===== config.mk =====
export PLATFORM = sky130hd
export DESIGN_NAME = matrix_norm_accumulator
export DESIGN_NICKNAME = d
export VERILOG_FILES = /design/src/hdl/mna_pkg.sv /design/src/hdl/mna_ctrl.sv /design/src/hdl/mna_dp.sv /design/src/hdl/matrix_norm_accumulator.sv
export SDC_FILE = /design/constraint.sdc
export NUM_CORES = 2
export LEC_CHECK = 0
export BUFFER_PORTS_ARGS = -buffer_cell sky130_fd_sc_hd__buf_2
export CAP_MARGIN = 20
export CORE_MARGIN = 3
export CORE_UTILIZATION = 29
export CTS_CLUSTER_DIAMETER = 60
export DETAILED_ROUTE_END_ITERATION = 6
export GPL_TIMING_DRIVEN = 1
export PLACE_DENSITY = 0.54
export SKIP_CTS_REPAIR_TIMING = 1
export SYNTH_ARGS = -nofsm -noshare
export SYNTH_HDL_FRONTEND = slang
export SYNTH_HIERARCHICAL = 1
export SYNTH_SLANG_ARGS = --single-unit

===== constraint.sdc =====
create_clock -name clk -period 9.1 [get_ports clk]
set_clock_uncertainty 0.05 [all_clocks]
set_input_delay 0.91 -clock clk [delete_from_list [all_inputs] [get_ports clk]]
set_output_delay 0.91 -clock clk [all_outputs]
set_load 0.05 [all_outputs]

===== src/hdl/mna_pkg.sv =====
package mna_pkg;

  typedef enum logic [1:0] {
    NK_MAX  = 2'd0,
    NK_SUM  = 2'd1,
    NK_ROOT = 2'd2,
    NK_SQ   = 2'd3
  } norm_kind_t;

  typedef enum logic [2:0] {
    S_IDLE,
    S_SQUARE,
    S_FOLD,
    S_LOAD,
    S_ROOT,
    S_EMIT
  } mna_state_t;

  // register indexes on the config port
  localparam logic REG_NORM_KIND = 1'b0;
  localparam logic REG_ELEM_TYPE = 1'b1;

  // element type fields
  localparam int unsigned ET_SIGNED_BIT = 0;
  localparam logic [1:0] ET_SIZE_8  = 2'd0;
  localparam logic [1:0] ET_SIZE_16 = 2'd1;

  // one root bit per step
  localparam int unsigned ROOT_STEPS = 64;
  localparam int unsigned ROOT_CNT_W = $clog2(ROOT_STEPS);

  typedef struct packed {
    logic cap;
    logic square;
    logic fold;
    logic root_init;
    logic root_step;
    logic emit;
  } mna_cmd_t;

  typedef struct packed {
    logic out_busy;
  } mna_stat_t;

endpackage


===== src/hdl/mna_ctrl.sv =====
module mna_ctrl (
  input  logic                  clk,
  input  logic                  rst_n,
  input  logic                  in_tvalid,
  input  logic                  in_tlast,
  output logic                  in_tready,
  input  mna_pkg::norm_kind_t   norm_kind,
  input  mna_pkg::mna_stat_t    stat,
  output mna_pkg::mna_cmd_t     cmd
);

  mna_pkg::mna_state_t state_r, state_nxt;
  logic last_r, last_nxt;
  logic [mna_pkg::ROOT_CNT_W-1:0] cnt_r, cnt_nxt;

  always_ff @(posedge clk) begin
    if (!rst_n) begin
      state_r <= mna_pkg::S_IDLE;
      last_r  <= 1'b0;
      cnt_r   <= '0;
    end else begin
      state_r <= state_nxt;
      last_r  <= last_nxt;
      cnt_r   <= cnt_nxt;
    end
  end

  always_comb begin
    state_nxt = state_r;
    last_nxt  = last_r;
    cnt_nxt   = cnt_r;
    in_tready = 1'b0;
    cmd       = '0;
    case (state_r)
      mna_pkg::S_IDLE: begin
        in_tready = 1'b1;
        if (in_tvalid) begin
          cmd.cap  = 1'b1;
          last_nxt = in_tlast;
          if (norm_kind == mna_pkg::NK_ROOT || norm_kind == mna_pkg::NK_SQ) begin
            state_nxt = mna_pkg::S_SQUARE;
          end else begin
            state_nxt = mna_pkg::S_FOLD;
          end
        end
      end
      mna_pkg::S_SQUARE: begin
        cmd.square = 1'b1;
        state_nxt  = mna_pkg::S_FOLD;
      end
      mna_pkg::S_FOLD: begin
        cmd.fold = 1'b1;
        if (!last_r) begin
          state_nxt = mna_pkg::S_IDLE;
        end else if (norm_kind == mna_pkg::NK_ROOT) begin
          state_nxt = mna_pkg::S_LOAD;
        end else begin
          state_nxt = mna_pkg::S_EMIT;
        end
      end
      // radicand is loaded once the last element has been folded in
      mna_pkg::S_LOAD: begin
        cmd.root_init = 1'b1;
        cnt_nxt       = '0;
        state_nxt     = mna_pkg::S_ROOT;
      end
      mna_pkg::S_ROOT: begin
        cmd.root_step = 1'b1;
        cnt_nxt       = cnt_r + 1'b1;
        if (cnt_r == mna_pkg::ROOT_CNT_W'(mna_pkg::ROOT_STEPS - 1)) begin
          state_nxt = mna_pkg::S_EMIT;
        end
      end
      mna_pkg::S_EMIT: begin
        if (!stat.out_busy) begin
          cmd.emit  = 1'b1;
          state_nxt = mna_pkg::S_IDLE;
        end
      end
      default: begin
        state_nxt = mna_pkg::S_IDLE;
      end
    endcase
  end

endmodule


===== src/hdl/mna_dp.sv =====
module mna_dp #(
  parameter int unsigned ROOT_FRACTION_BITS = 16
) (
  input  logic                 clk,
  input  logic                 rst_n,
  input  mna_pkg::mna_cmd_t    cmd,
  output mna_pkg::mna_stat_t   stat,
  input  mna_pkg::norm_kind_t  norm_kind,
  input  logic [2:0]           elem_type,
  input  logic [32:0]          element_value,
  output logic [63:0]          out_tdata,
  output logic                 out_tuser,
  output logic                 out_tvalid,
  input  logic                 out_tready
);

  localparam int unsigned RootShift = 2 * ROOT_FRACTION_BITS;

  logic [31:0]  mag_r;
  logic [63:0]  sq_r;
  logic [63:0]  acc_r;
  logic         clip_r;
  logic [127:0] rad_r;
  logic [66:0]  rem_r;
  logic [63:0]  root_r;
  logic [63:0]  out_data_r;
  logic         out_user_r;
  logic         out_valid_r;

  // element magnitude
  logic        elem_signed;
  logic [32:0] ext_v;
  logic [32:0] neg_v;
  logic [31:0] mag_nxt;

  always_comb begin
    elem_signed = elem_type[mna_pkg::ET_SIGNED_BIT];
    case (elem_type[2:1])
      mna_pkg::ET_SIZE_8:
        ext_v = {{25{elem_signed & element_value[7]}}, element_value[7:0]};
      mna_pkg::ET_SIZE_16:
        ext_v = {{17{elem_signed & element_value[15]}}, element_value[15:0]};
      default:
        ext_v = {elem_signed & element_value[31], element_value[31:0]};
    endcase
    neg_v   = 33'd0 - ext_v;
    mag_nxt = ext_v[32] ? neg_v[31:0] : ext_v[31:0];
  end

  // saturating fold
  logic [63:0] addend;
  logic [64:0] sum;

  always_comb begin
    addend = (norm_kind == mna_pkg::NK_SUM) ? {32'd0, mag_r} : sq_r;
    sum    = {1'b0, acc_r} + {1'b0, addend};
  end

  // one restoring root step
  logic [66:0] rem_sh;
  logic [66:0] trial;
  logic [66:0] diff;
  logic        take;

  always_comb begin
    rem_sh = {rem_r[64:0], rad_r[127:126]};
    trial  = {1'b0, root_r, 2'b01};
    diff   = rem_sh - trial;
    take   = rem_sh >= trial;
  end

  assign stat.out_busy = out_valid_r && !out_tready;

  always_ff @(posedge clk) begin
    if (cmd.cap) begin
      mag_r <= mag_nxt;
    end
    if (cmd.square) begin
      sq_r <= mag_r * mag_r;
    end
    if (cmd.root_init) begin
      rad_r  <= {64'd0, acc_r} << RootShift;
      rem_r  <= '0;
      root_r <= '0;
    end else if (cmd.root_step) begin
      rad_r  <= {rad_r[125:0], 2'b00};
      rem_r  <= take ? diff : rem_sh;
      root_r <= {root_r[62:0], take};
    end
    if (cmd.emit) begin
      out_data_r <= (norm_kind == mna_pkg::NK_ROOT) ? root_r : acc_r;
      out_user_r <= clip_r;
    end
  end

  always_ff @(posedge clk) begin
    if (!rst_n) begin
      acc_r       <= '0;
      clip_r      <= 1'b0;
      out_valid_r <= 1'b0;
    end else begin
      if (cmd.emit) begin
        acc_r  <= '0;
        clip_r <= 1'b0;
      end else if (cmd.fold) begin
        if (norm_kind == mna_pkg::NK_MAX) begin
          if ({32'd0, mag_r} > acc_r) begin
            acc_r <= {32'd0, mag_r};
          end
        end else if (sum[64]) begin
          acc_r  <= '1;
          clip_r <= 1'b1;
        end else begin
          acc_r <= sum[63:0];
        end
      end
      if (cmd.emit) begin
        out_valid_r <= 1'b1;
      end else if (out_tready) begin
        out_valid_r <= 1'b0;
      end
    end
  end

  assign out_tdata  = out_data_r;
  assign out_tuser  = out_user_r;
  assign out_tvalid = out_valid_r;

endmodule


===== src/hdl/matrix_norm_accumulator.sv =====
// Matrix norm accumulator. Streams matrix elements, reads each one as u8/s8/u16/s16/u32/s32
// per elem_type, and folds its magnitude into one 64-bit accumulator as a running maximum,
// a sum of magnitudes, or a sum of squares, per norm_kind. Sums saturate at 2^64-1 and set
// the saturated flag of the result. The beat with tlast set closes the matrix: one result
// beat comes out and the accumulator clears. For the root kind the result is the floor of
// the square root in unsigned fixed point with ROOT_FRACTION_BITS fraction bits. Each input
// beat is captured and then folded in; the square kinds square it in between, through the
// registered 32x32 multiplier. A closing beat then loads the output register, and for the
// root kind the radicand is loaded first, then one root bit per cycle comes from the
// restoring square-root unit. The output register lets the block take new beats while a
// result waits; a second result waits in the controller until the first has been taken.
// Configuration is taken at any cycle and must only change while the block is idle.
module matrix_norm_accumulator #(
  parameter int unsigned ROOT_FRACTION_BITS = 16
) (
  input  logic        clk,
  input  logic        rst_n,
  // [32:0] element_value, [39:33] zero
  input  logic [39:0] in_tdata,
  input  logic        in_tlast,
  input  logic        in_tvalid,
  output logic        in_tready,
  // [63:0] norm_value
  output logic [63:0] out_tdata,
  // [0] saturated
  output logic [0:0]  out_tuser,
  output logic        out_tvalid,
  input  logic        out_tready,
  input  logic        cfg_valid,
  output logic        cfg_ready,
  input  logic        cfg_index,
  input  logic [2:0]  cfg_data
);

  mna_pkg::norm_kind_t norm_kind_r;
  logic [2:0]          elem_type_r;
  mna_pkg::mna_cmd_t   cmd;
  mna_pkg::mna_stat_t  stat;
  logic                sat_flag;

  assign cfg_ready = 1'b1;

  always_ff @(posedge clk) begin
    if (!rst_n) begin
      norm_kind_r <= mna_pkg::NK_MAX;
      elem_type_r <= '0;
    end else if (cfg_valid) begin
      case (cfg_index)
        mna_pkg::REG_NORM_KIND: norm_kind_r <= mna_pkg::norm_kind_t'(cfg_data[1:0]);
        mna_pkg::REG_ELEM_TYPE: elem_type_r <= cfg_data;
        default: begin
        end
      endcase
    end
  end

  mna_ctrl u_ctrl (
    .clk       (clk),
    .rst_n     (rst_n),
    .in_tvalid (in_tvalid),
    .in_tlast  (in_tlast),
    .in_tready (in_tready),
    .norm_kind (norm_kind_r),
    .stat      (stat),
    .cmd       (cmd)
  );

  mna_dp #(
    .ROOT_FRACTION_BITS (ROOT_FRACTION_BITS)
  ) u_dp (
    .clk           (clk),
    .rst_n         (rst_n),
    .cmd           (cmd),
    .stat          (stat),
    .norm_kind     (norm_kind_r),
    .elem_type     (elem_type_r),
    .element_value (in_tdata[32:0]),
    .out_tdata     (out_tdata),
    .out_tuser     (sat_flag),
    .out_tvalid    (out_tvalid),
    .out_tready    (out_tready)
  );

  assign out_tuser[0] = sat_flag;

`ifndef SYNTHESIS
  // a result never appears in the cycle right after a beat is taken
  assert property (@(posedge clk) disable iff (!rst_n)
    (in_tvalid && in_tready) |=> !$rose(out_tvalid))
    else $error("result raised right after input beat");

  // one element in flight: busy in the cycle after a beat is taken
  assert property (@(posedge clk) disable iff (!rst_n)
    (in_tvalid && in_tready) |=> !in_tready)
    else $error("input taken while previous element in flight");

  // no result pending out of reset
  assert property (@(posedge clk) !rst_n |=> !out_tvalid)
    else $error("result valid after reset");
`endif

endmodule


==> qor.txt <==
status - complete, no violations
number of max-cap violations - 0
fin area - 0.0630 mm²
met2 Resource Use GR - 0.277
worst setup path class - reg2reg
post-synth top area share - 0.281
CTS root buffer - clkbuf_16
number of synthesized flops with an enable pin - 224
WHS - 0.400 ns
GRT met1 Usage - 0.210
synthesis-to-finish area growth - 10.6%
DR DRC count - 0
# nets final - 7545
Worst setup EP type - register
Routed Antenna Nets - 0
initial antenna violation count - 4
vias in the first global route - 44.9k
die area - 0.202 mm²
fmax - 0.114 GHz
#FFs+latches synth - 466
hpwl dp - 132 mm
Die W - 449 µm
via-per-instance ratio - 4.79
critical path's largest stage delay - 0.64 ns
post-synthesis cell count - 6184
R2R Setup Slk - 0.33 ns
Antenna Cells - 0
critical path launch point type - register
average wire per standard cell - 18.4 µm
Pins Over Slew Limit - 0
IO Count - 118
core footprint - 0.194 mm²
CP max-delay cell - edfxtp_1
CTS tree - done
largest net degree at the start of global routing - 132
H-Tree Depth - 2
yosys warns - 6
crit share post-route - 0.964
largest cells by area after synthesis - fa_1, edfxtp_1, ha_1
Worst-Margin Slew - 1.11 ns
Rows - 161
first-pass GRT wire length - 258 mm
Port Buffers - 108
layout cell share with drive strength beyond 1 - 0.0844
final setup fails - 0
GRT Residual Overflow - 0
R2R depth - 26
top_reg_cell synth - dfxtp_1
FF-to-FF End - u_dp/sq_r[61]$_DFFE_PP_
crit path max fanout - 23
Crit path required time - 9.48 ns
drt first pass iters - 6
worst r2r src - u_dp/mag_r[10]$_DFFE_PP_
Max Root-Sink Buffers - 3
critical path startpoint - u_dp/mag_r[10]$_DFFE_PP_
crit path DAT - 9.15 ns
TNS Setup - 0 ns
Placer Congestion - 0.896
count leader, synth - inv_1
Post-synth top cells - inv_1, fa_1, nand2_1
clock slew at reported path FFs - 0.06 ns
M3 GR Usage - 0.0150
initial DRC count - 2597
worst skew pair latency - 0.69 ns
Post-DP Area - 0.0610 mm²
total wire length - 163 mm
routed vias - 42.6k
Die Ht - 449 µm
Critical Path End - u_dp/sq_r[61]$_DFFE_PP_
Initial Util - 0.294
global route hottest layer - met2
CP most frequent cell - fa_1
Rel. slew slack - 0.257
sequential share of the synthesized area - 0.203
Syn Nets - 7495
asr flop ratio synth - 0
final hold violation count - 0
Synth area leader - fa_1
cell area after synthesis - 0.0569 mm²
type of the worst min-delay path - reg2reg
CTS Buf Count - 57
min cycle time layout - 8.77 ns
Unique masters post-synth - 99
Sink Count - 466
unrepaired setup endpoints after global routing - no
gr usage total - 0.161
syn_area_per_cell - 9.20 µm²
## placed cells by master (no fill, tap or decap), types with 15 or more instances in the layout
cell type	count
nor2b_1	31
fa_1	800
edfxtp_1	224
nand2_1	608
o221ai_1	18
nand2b_1	29
clkbuf_16	59
o21ai_1	37
a211oi_1	35
buf_2	108
and3_1	22
and2_1	264
mux2i_1	123
a31oi_1	37
inv_1	1125
a21oi_1	279
o211ai_1	35
nor3_1	44
xnor2_1	134
nand3_1	55
nor4_1	15
nor2_1	324
o21a_1	23
o31ai_1	20
o21ai_0	294
a21o_1	126
mux2_2	80
dfxtp_1	242
buf_4	165
a31o_2	15
nand4_1	66
o21bai_1	34
ha_1	461
xor2_1	104
## flip-flops by register name, indices dropped and copies added, names as in the netlist, 3 cells and up
signal          flops
elem_type_r         3
u_dp/out_tdata     64
u_dp/rad_r         96
u_dp/sq_r          63
u_dp/root_r        64
u_dp/acc_r         64
u_dp/rem_r         65
u_dp/mag_r         32
u_ctrl/state_r      3
u_ctrl/cnt_r        6
## worst max-delay path: cells and delay by family, from the launching register on
kind            cells  cell delay [ns]
xor+xnor            1             0.12
buf+inv             5             0.82
fa+ha+maj           9             4.29
simple gates        3             0.41
compound gates      8             2.19
flops               1             0.64
## per-stage QoR
stage | utilization | setup WS [ns] | std cells
detailed placement | 0.315 | 0.283 | 8776
floorplan | - | 0.757 | 6184
finish | 0.325 | 0.329 | 8890
CTS | 0.325 | 0.297 | 8883
global route | 0.325 | 0.0947 | 8890
global placement | 0.315 | 0.264 | 8775
## final cells by class
| class | count | area [µm²] |
|---|---|---|
| Fill cell | 20300 | 131000 |
| Multi-Input combinational cell | 4292 | 40000 |
| Sequential cell | 466 | 11600 |
| Inverter | 1131 | 4250 |
| Tap cell | 2608 | 3260 |
| Timing Repair Buffer | 286 | 2030 |
| Clock buffer | 72 | 1560 |
| Clock inverter | 35 | 325 |
## routing by layer
| metal | vias up | routed length (µm) |
|---|---|---|
| li1 | 20100 | - |
| met1 | 21400 | 71600 |
| met3 | 219 | 5750 |
| met5 | - | 0 |
| met4 | 0 | 6120 |
| met2 | 861 | 79800 |
## kinds of logic (layout without fill, tap and decap cells)
logic type | Yosys count | in the layout | synth area share
DFF | 466 | 466 | 0.203
buffers and inverters | 1426 | 1524 | 0.0952
AOI/OAI and AO/OA | 1075 | 1075 | 0.120
other | 1 | 1 | 0.0000659
xor gates and xnor gates | 238 | 238 | 0.0366
muxes | 203 | 203 | 0.0375
and+or+nand+nor | 1514 | 1514 | 0.125
adders and majority gates | 1261 | 1261 | 0.383
## how the worst min path moves through the flow
stage | cells after the start | slack, ns | end | startpoint
after global routing | 1 | 0.41 | u_dp/mag_r[0]$_DFFE_PP_ | in_tdata[0]
final | 0 | 0.40 | u_dp/out_tuser$_DFFE_PP_ | u_dp/clip_r$_SDFFE_PP0P_
after CTS | 3 | 0.37 | elem_type_r[2]$_SDFFE_PN0P_ | cfg_data[2]
after global placement | 0 | 0.38 | u_dp/out_tuser$_DFFE_PP_ | u_dp/clip_r$_SDFFE_PP0P_
after floorplan | 0 | 0.36 | u_dp/out_tuser$_DFFE_PP_ | u_dp/clip_r$_SDFFE_PP0P_
after detailed placement | 0 | 0.39 | u_dp/out_tuser$_DFFE_PP_ | u_dp/clip_r$_SDFFE_PP0P_
Power is not shown: default switching activity piles up to over one toggle a cycle in this logic, so the estimate is an artifact.
